===== src/rtl/csr_sparse_matvec_defines.svh =====
// ----------------------------------------------------------------------------
// Assertion macros shared by the sparse matrix-vector block.
// The clock is clk and the reset is arst_n in every module that uses them.
// ----------------------------------------------------------------------------
`ifndef CSR_SPARSE_MATVEC_DEFINES_SVH
`define CSR_SPARSE_MATVEC_DEFINES_SVH
`ifndef SYNTH
`define CSM_ASSERT(lbl, prop, msg) \
	lbl: assert property (@(posedge clk) disable iff (!arst_n) (prop)) else $error(msg);
`define CSM_ASSERT_NEVER(lbl, cond, msg) \
	lbl: assert property (@(posedge clk) disable iff (!arst_n) !(cond)) else $error(msg);
`else
`define CSM_ASSERT(lbl, prop, msg)
`define CSM_ASSERT_NEVER(lbl, cond, msg)
`endif
`endif


===== src/rtl/csm_pkg.sv =====
// ----------------------------------------------------------------------------
// csm_pkg
// Sizes, item types and floating-point unit request types of the CSR
// sparse matrix-vector block.
// ----------------------------------------------------------------------------
`timescale 1ns / 1ps
package csm_pkg;
	localparam int ROW_MAX     = 1024;
	localparam int NONZERO_MAX = 4096;

	localparam int KIND_W      = 2;
	localparam int INDEX_W     = 12;
	localparam int ROW_START_W = 13;
	localparam int COLUMN_W    = 10;
	localparam int VALUE_W     = 64;
	localparam int ROW_W       = 10;
	localparam int RC_W        = 11;

	localparam int RP_AW  = $clog2(ROW_MAX + 1);
	localparam int NZ_AW  = $clog2(NONZERO_MAX);
	localparam int VEC_AW = $clog2(ROW_MAX);
	localparam int PTR_W  = ROW_START_W;

	localparam int QUEUE_DEPTH = 4;
	localparam int Q_AW        = $clog2(QUEUE_DEPTH);

	typedef enum logic [KIND_W-1:0] {
		KIND_ROW_PTR = 2'd0,
		KIND_NONZERO = 2'd1,
		KIND_VECTOR  = 2'd2,
		KIND_COMPUTE = 2'd3
	} kind_t;

	typedef struct packed {
		kind_t                  kind;
		logic [INDEX_W-1:0]     index;
		logic [ROW_START_W-1:0] row_start;
		logic [COLUMN_W-1:0]    column;
		logic [VALUE_W-1:0]     value;
	} item_t;

	typedef enum logic {
		FP_MUL = 1'b0,
		FP_ADD = 1'b1
	} fp_op_t;

	typedef struct packed {
		fp_op_t             op;
		logic [VALUE_W-1:0] a;
		logic [VALUE_W-1:0] b;
	} fp_req_t;

	typedef struct packed {
		logic               busy;
		logic               done;
		logic [VALUE_W-1:0] result;
	} fp_rsp_t;

	// Row pointers past the nonzero store saturate at its end.
	function automatic logic [PTR_W-1:0] clamp_ptr(input logic [PTR_W-1:0] p);
		logic [PTR_W-1:0] lim;
		lim = PTR_W'(NONZERO_MAX);
		return (p > lim) ? lim : p;
	endfunction
endpackage


===== src/rtl/csm_queue.sv =====
// ----------------------------------------------------------------------------
// csm_queue
// Short in-order queue of classified items between front and back.
// ----------------------------------------------------------------------------
`timescale 1ns / 1ps
module csm_queue import csm_pkg::*; (
	input  logic  clk,
	input  logic  arst_n,
	input  logic  push,
	input  item_t push_item,
	input  logic  pop,
	output item_t head,
	output logic  empty,
	output logic  full
);
	item_t           slot_q [QUEUE_DEPTH];
	logic [Q_AW-1:0] wr_ptr_q;
	logic [Q_AW-1:0] rd_ptr_q;
	logic [Q_AW:0]   count_q;

	assign empty = (count_q == '0);
	assign full  = (count_q == (Q_AW+1)'(QUEUE_DEPTH));
	assign head  = slot_q[rd_ptr_q];

	always_ff @(posedge clk) begin
		if (push) begin
			slot_q[wr_ptr_q] <= push_item;
		end
	end

	always_ff @(posedge clk or negedge arst_n) begin
		if (!arst_n) begin
			wr_ptr_q <= '0;
			rd_ptr_q <= '0;
			count_q  <= '0;
		end else begin
			if (push) begin
				wr_ptr_q <= wr_ptr_q + Q_AW'(1);
			end
			if (pop) begin
				rd_ptr_q <= rd_ptr_q + Q_AW'(1);
			end
			if (push && !pop) begin
				count_q <= count_q + (Q_AW+1)'(1);
			end else if (pop && !push) begin
				count_q <= count_q - (Q_AW+1)'(1);
			end
		end
	end
endmodule


===== config.mk =====
export PLATFORM = sky130hd
export DESIGN_NAME = csm_queue
export DESIGN_NICKNAME = d
export VERILOG_FILES = /design/src/rtl/csr_sparse_matvec_defines.svh /design/src/rtl/csm_pkg.sv /design/src/rtl/csm_queue.sv
export SDC_FILE = /design/constraint.sdc
export NUM_CORES = 1
export LEC_CHECK = 0
export BUFFER_PORTS_ARGS = -buffer_cell sky130_fd_sc_hd__clkbuf_2
export CAP_MARGIN = 20
export CORE_MARGIN = 5
export CORE_UTILIZATION = 60
export CTS_CLUSTER_SIZE = 10
export DETAILED_ROUTE_END_ITERATION = 8
export GPL_TIMING_DRIVEN = 0
export PLACE_DENSITY_LB_ADDON = 0.25
export SLEW_MARGIN = 40
export SYNTH_ARGS = -nofsm -noshare
export SYNTH_HDL_FRONTEND = slang
export SYNTH_SLANG_ARGS = --single-unit

===== constraint.sdc =====
create_clock -name clk -period 9.17 [get_ports clk]
set_input_delay 1.834 -clock clk [delete_from_list [all_inputs] [get_ports clk]]
set_output_delay 1.834 -clock clk [all_outputs]
set_load 0.02 [all_outputs]

* Yosys cells after proc, flatten, opt, wreduce, memory -nomap -nowiden
Memory sizes are Yosys's and may differ from the RTL's.
Index checks and enable logic that the tools add are counted.
** Cells by class
- Add/subtract/negate cells :: 4
- Equal/unequal tests :: 1
- Muxes and demuxes :: 4
- Reductions and logical operators :: 6
** Operators by type and width (count)
- 3-bit two-way mux :: 2
- 2-bit by 1-bit adder with 2-bit output, second input constant :: 2
- 3-bit by 1-bit adder with 3-bit output, second input constant :: 1
- 3-bit == test, second input constant :: 1
- 3-bit logical NOT :: 1
- 3-bit by 1-bit subtractor with 3-bit output, second input constant :: 1
- 1-bit logical AND :: 2
- 1-bit logical NOT :: 2
- 1-bit two-way mux :: 2
- 2-bit nonzero test :: 1
** Storage, ports and cells
- Flip-flop bits (word level) :: 7
- Bits in writable memories :: 404
- Bits of input ports :: 105
- Output and inout bits :: 103
- Word-level logic and storage cells :: 19
- Memories :: 1
** Memory list
- slot_q :: words 4, bits a word 101, rd ports 1, clocked after Yosys merged registers in 0, wr ports 1, RTL line csm_queue.sv:16 : item_t slot_q [QUEUE_DEPTH];

* Logic depth before layout (Yosys ltp)
- Depth after elaboration :: 4
- Depth in mapped cells :: 7
- Depth with buffers taken out :: 7

* Least setup slack after synthesis
No wires, ideal clock.
- Path kind :: in2reg
- Start point :: input push
- End point :: memory slot_q[1][0] (netlist name), enable pin
- Arrival :: 4165 ps
- Path slack :: 4534 ps
- Cell stages on the path :: 1
- Buffers on the path :: 0
- Path through :: and2_1
** On the way
- Longest elaborated chain between the ends :: 2
** RTL lines
- from (decl) :: RTL line csm_queue.sv:9 : input logic push,
- 1-bit two-way mux :: RTL line csm_queue.sv:26 : if (push) begin
- 1-bit two-way mux (not written as such) :: RTL line csm_queue.sv:27 : slot_q[wr_ptr_q] <= push_item;
- to (decl) :: RTL line csm_queue.sv:16
Every way passes these cells.

==> impl_metrics.ini <==
[pwr]
power.density_mw_per_mm2 = 340
clkPwrFrac_pct = 26.2
swShare_pct = 30.6
p_sw_mw = 1.87
power_frac_seq_pct = 41.5
p_leak_nw = 6.26
p_total_mw = 6.12
combPwrFrac_pct = 32.3
ir_worst_vdd_v = 0.000206
internal_power_mw = 4.25

[die]
die_w_um = 168
core_mm2 = 0.0250
die_h_um = 168
start_util_pct = 60.2
die_area_mm2 = 0.0283
num_rows = 58
ioPinCount = 208

[place]
port_buffers = 207
placed_cells = 1109
gp_congestion = 0.681
place_area_mm2 = 0.0167
hpwl_um = 17900

[setup_path]
worstPathArrival_ns = 2.08
crit_type = flip-flop to output pin
crit_required_ns = 7.34
start_kind = flip-flop
r2r-start = wr_ptr_q[0]
critPathMaxStageDelay_ns = 0.37
startpoint = rd_ptr_q[1]
path_max_fanout = 10
cp_common_cell = buf_2
crit_chain = buf_2 > buf_2 > mux4_2 > clkbuf_2
crit_path_end_kind = output pin
critPathSlowestCell = mux4_2

[sta]
post-route-min-period_ns = 3.92
rsz0062_at_grt = false
setup_violations = 0
worst_pin_slew_ns = 0.700
hold_viol = 0
finalSetupTns_ns = 0
drv_slew = 0
fmax_mhz = 255
slew_headroom_pct = 53.3
period_share_pct = 42.7
fin_skew_ns = 0.00703

[route]
wl_um = 28200
dr.pass1.iters = 5
drc = 0
route.vias.total = 6741
avgRoutedWirePerCell_um = 23.9
drt_iter0_drc = 495
routed_via_density = 5.72
ant_nets = 0

[cts]
cts_resized = 0
cts_max_level = 2
postCtsSetupRepairBufs = 0
cts-root-buf = clkbuf_16
cts_buffer_depth = 3
cts_tree = done
numCtsBuffers = 47
clkLatencyLatePin_ns = 0.52
cts.sinks = 411
cts_hold_buf = 0
clkTransAtPathRegs_ns = 0.05

[status]
outcome = completed

[final_layout]
nets = 939
syn2layout_area_growth_pct = 19.7
final_cell_area_mm2 = 0.0180
fin_cells = 1179
layout_commonest_cell = edfxtp_1
fillers = 1447
drive_gt1_share_pct = 46.5
final_cell_mix = 404 x edfxtp_1, 207 x clkbuf_2, 101 x mux4_2

[global_routing]
grt_max_degree = 40
met2_usage_pct = 35.2
grt_pass1_wl_um = 43200
busiest_layer = met2
globalRouteMet3Util_pct = 4.84
met1_usage_pct = 25.9
antenna_found_initial = 1
grt_util_all_layers_pct = 20.2
gr-total-overflow = 0
grt_pass1_vias = 7426

[synthesis]
avgSynthCellArea_um2 = 26.8
syn_area_mm2 = 0.0150
yosys.cell_types.count = 21
syn_inst = 562
ys_seq_area_share_pct = 81.8
yosysWarnings = 0
synth.ff_latch_count = 411
syn-num-nets = 673

[flow_run]
drv_cap = 0

[worst_hold_path]
hold_path_startpoint = count_q[2]
hp-class = flip-flop to flip-flop
worst max-delay path: cells and delay by family, from the launching register on:
| kind | cells | cell delay [ns] |
|---|---|---|
| buffers and inverters | 3 | 0.82 |
| muxes | 1 | 0.37 |
| DFF | 1 | 0.35 |
final timing paths:
kind	end	slack [ns]	depth (start not counted)
min in group asynchronous	count_q[1]	1.14	1
worst max register to register	slot_q[0][80]	7.29	5
worst min register to register	count_q[2]	0.50	1
max in group asynchronous	wr_ptr_q[0]	7.86	1
worst min-delay path	count_q[2]	0.50	1
worst max-delay path	head[29]	5.25	4
cell families (layout without fill, tap and decap cells):
kind of cell	count (synthesis)	in the layout	share of synthesized area (%)
multiplexers	102	102	15.2
flip-flops	411	411	81.8
XOR/XNOR	6	6	0.349
adder cells (fa/ha/maj)	6	6	0.549
AO/OA/AOI/OAI	1	1	0.0332
buffers and inverters	27	313	1.71
other	0	1	0
AND/OR/NAND/NOR	9	9	0.324
stage by stage:
step,worst slack (ns),utilization (%),hold WS (ns)
after floorplan,4.53,-,0.456
after global placement,2.77,66.0,0.473
after detailed placement,5.75,66.9,0.487
after CTS,5.18,72.1,0.496
after global routing,5.13,72.1,0.510
final,5.25,72.1,0.502
Yosys cell counts:
master	instances	area (um2)
xnor2_1	2	17.5
buf_12	7	140
buf_2	9	45.0
o21ai_0	1	5.00
fa_1	1	20.0
nor3b_1	1	7.51
mux2_2	1	11.3
inv_1	4	15.0
buf_4	3	22.5
edfxtp_1	404	12100
nor3_1	1	5.00
ha_1	5	62.6
nand2_1	2	7.51
mux4_2	101	2270
clkbuf_1	2	7.51
buf_6	1	11.3
and2_1	4	25.0
buf_8	1	15.0
nor2_1	1	3.75
xor2_1	4	35.0
dfrtp_1	7	175
metal layers:
layer / vias up / share of wire (%)
li1: 2945 / -
met4: 0 / 2.0
met1: 3515 / 38
met3: 50 / 6.4
met5: - / 0
met2: 231 / 54
power groups by stage:
stage | sequential, mW | combinational [mW] | clock [mW]
after floorplan | 2.58 | 1.37 | 0
after global placement | 2.62 | 1.92 | 0
after detailed placement | 2.58 | 2.02 | 0
after CTS | 2.55 | 2.03 | 1.64
after global routing | 2.56 | 2.11 | 1.72
final | 2.54 | 1.98 | 1.60
cell type report:
class / instances / area (um2) / area share, %
Antenna cell: 1 / 2.50 / 0.0139
Buffer: 23 / 241 / 1.34
Clock buffer: 68 / 1300 / 7.21
Clock inverter: 1 / 8.76 / 0.0486
Inverter: 4 / 15.0 / 0.0834
Multi-Input combinational cell: 124 / 2480 / 13.8
Sequential cell: 411 / 12300 / 68.3
Tap cell: 330 / 413 / 2.29
Timing Repair Buffer: 217 / 1240 / 6.87
flip-flops by register name (all words and copies together) (netlist names):
signal,count
count_q,3
rd_ptr_q,2
slot_q,404
wr_ptr_q,2
(Power assumes the default switching activity.)
