--- config.mk ---
export PLATFORM = sky130hd
export DESIGN_NAME = csm_front_flat
export DESIGN_NICKNAME = d
export VERILOG_FILES = /design/src/rtl/csr_sparse_matvec_defines.svh /design/src/rtl/csm_pkg.sv /design/src/rtl/csm_if.sv /design/src/rtl/csm_front.sv /design/src/flat_wrapper.sv
export SDC_FILE = /design/constraint.sdc
export NUM_CORES = 1
export LEC_CHECK = 0
export ABC_AREA = 1
export BUFFER_PORTS_ARGS = -buffer_cell sky130_fd_sc_hd__buf_2
export CELL_PAD_IN_SITES_DETAIL_PLACEMENT = 1
export CELL_PAD_IN_SITES_GLOBAL_PLACEMENT = 2
export CORE_MARGIN = 3
export CORE_UTILIZATION = 14
export DETAILED_ROUTE_END_ITERATION = 6
export PLACE_DENSITY_LB_ADDON = 0.1
export REMOVE_ABC_BUFFERS = 1
export SLEW_MARGIN = 20
export SYNTH_ARGS = -nofsm -noshare
export SYNTH_HDL_FRONTEND = slang
export SYNTH_SLANG_ARGS = --single-unit
--- constraint.sdc ---
create_clock -name clk -period 3.8 [get_ports clk]
set_clock_uncertainty 0.1 [all_clocks]
set_input_delay 0.76 -clock clk [delete_from_list [all_inputs] [get_ports clk]]
set_output_delay 0.76 -clock clk [all_outputs]
set_load 0.02 [all_outputs]
--- src/rtl/csr_sparse_matvec_defines.svh ---
// ----------------------------------------------------------------------------
// Assertion macros shared by the sparse matrix-vector block.
// The clock is clk and the reset is arst_n in every module that uses them.
// ----------------------------------------------------------------------------
`ifndef CSR_SPARSE_MATVEC_DEFINES_SVH
`define CSR_SPARSE_MATVEC_DEFINES_SVH
`ifndef SYNTH
`define CSM_ASSERT(lbl, prop, msg) \
	lbl: assert property (@(posedge clk) disable iff (!arst_n) (prop)) else $error(msg);
`define CSM_ASSERT_NEVER(lbl, cond, msg) \
	lbl: assert property (@(posedge clk) disable iff (!arst_n) !(cond)) else $error(msg);
`else
`define CSM_ASSERT(lbl, prop, msg)
`define CSM_ASSERT_NEVER(lbl, cond, msg)
`endif
`endif

--- src/rtl/csm_pkg.sv ---
// ----------------------------------------------------------------------------
// csm_pkg
// Sizes, item types and floating-point unit request types of the CSR
// sparse matrix-vector block.
// ----------------------------------------------------------------------------
`timescale 1ns / 1ps
package csm_pkg;
	localparam int ROW_MAX     = 1024;
	localparam int NONZERO_MAX = 4096;

	localparam int KIND_W      = 2;
	localparam int INDEX_W     = 12;
	localparam int ROW_START_W = 13;
	localparam int COLUMN_W    = 10;
	localparam int VALUE_W     = 64;
	localparam int ROW_W       = 10;
	localparam int RC_W        = 11;

	localparam int RP_AW  = $clog2(ROW_MAX + 1);
	localparam int NZ_AW  = $clog2(NONZERO_MAX);
	localparam int VEC_AW = $clog2(ROW_MAX);
	localparam int PTR_W  = ROW_START_W;

	localparam int QUEUE_DEPTH = 4;
	localparam int Q_AW        = $clog2(QUEUE_DEPTH);

	typedef enum logic [KIND_W-1:0] {
		KIND_ROW_PTR = 2'd0,
		KIND_NONZERO = 2'd1,
		KIND_VECTOR  = 2'd2,
		KIND_COMPUTE = 2'd3
	} kind_t;

	typedef struct packed {
		kind_t                  kind;
		logic [INDEX_W-1:0]     index;
		logic [ROW_START_W-1:0] row_start;
		logic [COLUMN_W-1:0]    column;
		logic [VALUE_W-1:0]     value;
	} item_t;

	typedef enum logic {
		FP_MUL = 1'b0,
		FP_ADD = 1'b1
	} fp_op_t;

	typedef struct packed {
		fp_op_t             op;
		logic [VALUE_W-1:0] a;
		logic [VALUE_W-1:0] b;
	} fp_req_t;

	typedef struct packed {
		logic               busy;
		logic               done;
		logic [VALUE_W-1:0] result;
	} fp_rsp_t;

	// Row pointers past the nonzero store saturate at its end.
	function automatic logic [PTR_W-1:0] clamp_ptr(input logic [PTR_W-1:0] p);
		logic [PTR_W-1:0] lim;
		lim = PTR_W'(NONZERO_MAX);
		return (p > lim) ? lim : p;
	endfunction
endpackage

--- src/rtl/csm_if.sv ---
// ----------------------------------------------------------------------------
// csm channel interfaces
// Valid/ready channels for input items, result items and the row count write.
// ----------------------------------------------------------------------------
`timescale 1ns / 1ps
interface csm_req_if import csm_pkg::*; ();
	logic                   valid;
	logic                   ready;
	logic [KIND_W-1:0]      kind;
	logic [INDEX_W-1:0]     index;
	logic [ROW_START_W-1:0] row_start;
	logic [COLUMN_W-1:0]    column;
	logic [VALUE_W-1:0]     value;
	modport source (output valid, kind, index, row_start, column, value, input ready);
	modport sink (input valid, kind, index, row_start, column, value, output ready);
endinterface


interface csm_cfg_if import csm_pkg::*; ();
	logic            valid;
	logic            ready;
	logic [RC_W-1:0] data;
	modport source (output valid, data, input ready);
	modport sink (input valid, data, output ready);
endinterface

--- src/rtl/csm_front.sv ---
// ----------------------------------------------------------------------------
// csm_front
// Accepts input items, drops out-of-range writes and unused-row computes,
// and holds the row count register.
// ----------------------------------------------------------------------------
`timescale 1ns / 1ps
module csm_front import csm_pkg::*; (
	input  logic            clk,
	input  logic            arst_n,
	csm_req_if.sink         req,
	csm_cfg_if.sink         cfg,
	input  logic            q_full,
	output logic            push,
	output item_t           push_item,
	output logic [RC_W-1:0] row_count
);
	logic [RC_W-1:0] row_count_q;
	logic            keep;

	assign cfg.ready = 1'b1;
	assign req.ready = !q_full;
	assign row_count = row_count_q;

	always_ff @(posedge clk or negedge arst_n) begin
		if (!arst_n) begin
			row_count_q <= RC_W'(1);
		end else if (cfg.valid) begin
			priority if (cfg.data == '0) begin
				row_count_q <= RC_W'(1);
			end else if (cfg.data > RC_W'(ROW_MAX)) begin
				row_count_q <= RC_W'(ROW_MAX);
			end else begin
				row_count_q <= cfg.data;
			end
		end
	end

	always_comb begin
		unique case (kind_t'(req.kind))
			KIND_ROW_PTR: keep = 32'(req.index) <= 32'(ROW_MAX);
			KIND_NONZERO: keep = 32'(req.index) < 32'(NONZERO_MAX);
			KIND_VECTOR:  keep = 32'(req.index) < 32'(ROW_MAX);
			KIND_COMPUTE: keep = 32'(req.index) < 32'(row_count_q);
			default:      keep = 1'b0;
		endcase
	end

	assign push                = req.valid && req.ready && keep;
	assign push_item.kind      = kind_t'(req.kind);
	assign push_item.index     = req.index;
	assign push_item.row_start = req.row_start;
	assign push_item.column    = req.column;
	assign push_item.value     = req.value;
endmodule

--- src/flat_wrapper.sv ---
// flat-port wrapper written by rule: the top's interface ports become plain ports
module csm_front_flat import csm_pkg::*;
  (clk, arst_n, q_full, push, push_item, row_count, req_valid, req_kind, req_index, req_row_start, req_column, req_value, req_ready, cfg_valid, cfg_data, cfg_ready);
  csm_req_if req_i ();
  csm_cfg_if cfg_i ();
  input  logic clk;
  input  logic arst_n;
  input  logic q_full;
  output logic push;
  output item_t push_item;
  output logic [RC_W-1:0] row_count;
  input wire logic [$bits(req_i.valid)-1:0] req_valid;
  input wire logic [$bits(req_i.kind)-1:0] req_kind;
  input wire logic [$bits(req_i.index)-1:0] req_index;
  input wire logic [$bits(req_i.row_start)-1:0] req_row_start;
  input wire logic [$bits(req_i.column)-1:0] req_column;
  input wire logic [$bits(req_i.value)-1:0] req_value;
  output wire logic [$bits(req_i.ready)-1:0] req_ready;
  input wire logic [$bits(cfg_i.valid)-1:0] cfg_valid;
  input wire logic [$bits(cfg_i.data)-1:0] cfg_data;
  output wire logic [$bits(cfg_i.ready)-1:0] cfg_ready;
  assign req_i.valid = req_valid;
  assign req_i.kind = req_kind;
  assign req_i.index = req_index;
  assign req_i.row_start = req_row_start;
  assign req_i.column = req_column;
  assign req_i.value = req_value;
  assign req_ready = req_i.ready;
  assign cfg_i.valid = cfg_valid;
  assign cfg_i.data = cfg_data;
  assign cfg_ready = cfg_i.ready;
  csm_front u_core (.clk(clk), .arst_n(arst_n), .req(req_i), .cfg(cfg_i), .q_full(q_full), .push(push), .push_item(push_item), .row_count(row_count));
endmodule
* Yosys cells after proc, flatten, opt, wreduce, memory -nomap -nowiden *
Cells that the tools add are included.

storage, ports and cells
  word-level logic and storage cells = 16
  register bits after elaboration = 11
  output and inout port bits = 115

cells by class
  muxes and demuxes = 3
  equal/unequal tests = 3
  magnitude comparators = 4
  reductions and logical operators = 5

operators by type and width
  operator              number
  $mux 11               2
  $le 12x11->1 const B  1
  $lt 12x11->1          1
  $lt 12x11->1 const B  1
  $gt 11x11->1 const B  1
  $logic_not 11->1      1
  $eq 2x2->1 const B    2
  $pmux 1 s4            1
  $eq 2x1->1 const B    1
  $logic_and 1x1->1     2
  $logic_not 2->1       1
  $logic_not 1->1       1

* Depth between registers and ports, before layout *
  depth in word-level cells = 3
  mapped depth = 11
  gate-level depth less buffers = 11

* Worst setup path before layout *
Ideal clock, no wire load.

  path kind = in2out
  from = input port req_index[10]
  to = output port push
  cell stages on the path = 10
  slack = 1080 ps
  arrival = 1860 ps
  buffers on the path = 0
  data required time = 2940 ps
  path through = ha_1 > nand2_1 > nor2_1 > nor2_1 > nand2_1 > nor2_1 > nand2_1 > nand2_1 > nand2_1 > a21oi_1

between the ends
  word-level cells in the longest chain between the ends = 3
  elaborated cells between the ends (all ways) = 5

ends and longest elaborated chain
  element                                     RTL line            source
  start: declaration                          flat_wrapper.sv:14  input wire logic [$bits(req_i.index)-1:0] req_index;
  $lt 12x11->1, or another cell as far along  csm_front.sv:43     KIND_COMPUTE: keep = 32'(req.index) < 32'(row_count_q);
  $pmux 1 s4 (*)                              csm_front.sv:39     unique case (kind_t'(req.kind))
  $logic_and 1x1->1 (*)                       csm_front.sv:48     assign push = req.valid && req.ready && keep;
  end: declaration                            flat_wrapper.sv:9   output logic push;

Mark *: on every way between the ends. The rest lies on a longest branch, timed or not.

* Final worst setup path *
Ends and elaborated chain as after synthesis.

==> run metrics <==
core area=11170 um^2; largest family of logic cells by synthesized area=buffers and inverters; count of boundary I/O pins=232; DR vias/cell=3.754; Netlist cell types=21; PwrDens=334.1 nW/um^2; wire per inst=40.25 um; starting density of the core=0.1474; mux cell area share after synthesis=0; #FFs+latches synth=11; IO buf count=56; status=completed; Post-Syn Area per Cell=7.222 um^2; layout cells sized above 1=0.3622; post-route ant nets=0; post-cts resize count=0; die area=13100 um^2; Detailed Route WL=13.08 mm; Seq/Total Area, Yosys=0.1679; P&R area growth vs syn=-14.29%; Max-Cap Viols=0; multi-input logic area=499.2 um^2; DIE WIDTH=114.5 um; Synth Warn #=0; first-pass GRT wire length=15.57 mm; H-tree level count=1; setup slack after layout=889.1 ps; Post-CTS Setup Inserts=0; FILL cells=1350; vias in the first global route=1272; hpwl dp=12.45 mm; antenna violations before repair=0; CP Launch Type=input port; max FFs per register=11; final instance area=1411 um^2; Power Total=0.4716 mW; endpoints failing hold=0; CTS Buffer Depth=2; complex-gate fraction of the synthesized area=0.06155; Num CTS Buffers=3; setup total negative slack=0 ps; Post-route DRC=0; xor/xnor cell area share of the yosys netlist=0; GRT overflow=0; drt pass-1 iters=4; Crit Path Class=in -> out; final setup fails=0; CTS tree=built; Data arrival, critical path=2050 ps; worst hold path class=in -> async; fmax=343.5 MHz; largest net degree at the start of global routing=17; clock tree root driver cell=clkbuf_16; # rows=38; Die Y-Extent=114.5 um; Starting DRT DRC Count=31; via count=1220; VDD IR max=112.6 uV; n_diodes=0; Crit. End Element=output port; RSZ-0062 raised after global routing=no; total track usage=0.1929; Clock Latency Late Sink=240 ps; simple-gate share of the synthesized area=0.1634; Final #Nets=313; cts hold-fix bufs=0; clk slew on worst S/H paths=50 ps; CP Data Required Time=2940 ps; Reg area=276.5 um^2; pins over their slew limit=0; Gate Count Post-Synth=228; GPL Wtd Cong=0.9062; pre-CTS WS=863.5 ps; worst-path maximum fanout=4; # clock sinks=11; period utilization=0.7660; Mapped Area=1647 um^2; crit path time final=2911 ps; Area after DPL=1333 um^2; Synth Area in Adders=0.07599; Static Leak=0.7517 nW
## worst max-delay path, stage by stage
cell     delay, ps
buf_2          120
ha_1           330
nand2_1         80
nor2_1          40
nor2_1         100
nand2_1         60
nor2_1          90
nand2_1         60
nand2_1         60
nand2_1         50
a21oi_1        110
buf_2          180
## cells in the mapped netlist (all sizes together)
cell type | n | area share
o21ai | 7 | 0.024
o22ai | 4 | 0.023
buf | 102 | 0.47
ha | 10 | 0.076
inv | 27 | 0.062
nand3b | 1 | 0.0046
nand2 | 31 | 0.080
or2 | 1 | 0.0038
clkbuf | 1 | 0.0023
dfstp | 1 | 0.016
dfrtp | 10 | 0.15
nor3 | 2 | 0.0091
nand3 | 8 | 0.027
a21oi | 5 | 0.015
nor2 | 17 | 0.039
conb | 1 | 0.0023
## stage by stage
stage                     instances  hold WS (ps)  utilization
final                           325         313.2       0.1263
after CTS                       325         322.8       0.1263
after global routing            325         328.9       0.1263
after detailed placement        321         423.2       0.1193
after floorplan                 125         364.4            -
after global placement          321         423.1       0.1193
## metal layers
metal  global-route usage  part of all wire
met3               0.3441              0.38
met4              0.02059            0.0064
met5                    0                 0
met1               0.1205              0.21
met2               0.2732              0.40
## power breakdown
group          switching [mW]  total [mW]  internal [mW]
Sequential            0.00711       0.135          0.128
Clock                  0.0592       0.201          0.142
Combinational          0.0879       0.136         0.0482
## cell families after synthesis
kind of cell / Yosys count
AO/OA/AOI/OAI: 16
buffers and inverters: 130
AND/OR/NAND/NOR: 60
adder cells (fa/ha/maj): 10
other: 1
flip-flops: 11
## layout by cell type (no fill, tap or decap), types with 2 or more instances in the layout
cell type	n
buf_2	56
nand2_1	29
inv_1	27
nor2_1	17
ha_1	10
dfrtp_1	10
nand3_1	7
o21ai_0	6
a21oi_1	5
clkbuf_16	3
nand2_4	2
o22ai_1	2
o22ai_2	2
## layout make-up
type / count / share of cell area
Timing Repair Buffer: 56 / 0.1986
Tap cell: 140 / 0.1241
Inverter: 27 / 0.07181
Multi-Input combinational cell: 87 / 0.3537
Clock buffer: 4 / 0.05585
Sequential cell: 11 / 0.1959
## worst paths after layout
kind | startpoint | endpoint | slack, ps | cells after the start
worst max register to register | u_core.row_count[0]$_DFFE_PN1P_ | u_core.row_count[0]$_DFFE_PN1P_ | 2940 | 2
min in group clk | u_core.row_count[0]$_DFFE_PN1P_ | u_core.row_count[0]$_DFFE_PN1P_ | 420 | 2
worst min-delay path | arst_n | u_core.row_count[1]$_DFFE_PN0P_ | 310 | 1
max in group asynchronous | arst_n | u_core.row_count[0]$_DFFE_PN1P_ | 2990 | 1
worst min register to register | u_core.row_count[0]$_DFFE_PN1P_ | u_core.row_count[0]$_DFFE_PN1P_ | 420 | 2
worst max-delay path | req_index[10] | push | 890 | 12
No activity file was read; power rests on OpenSTA's default activity.
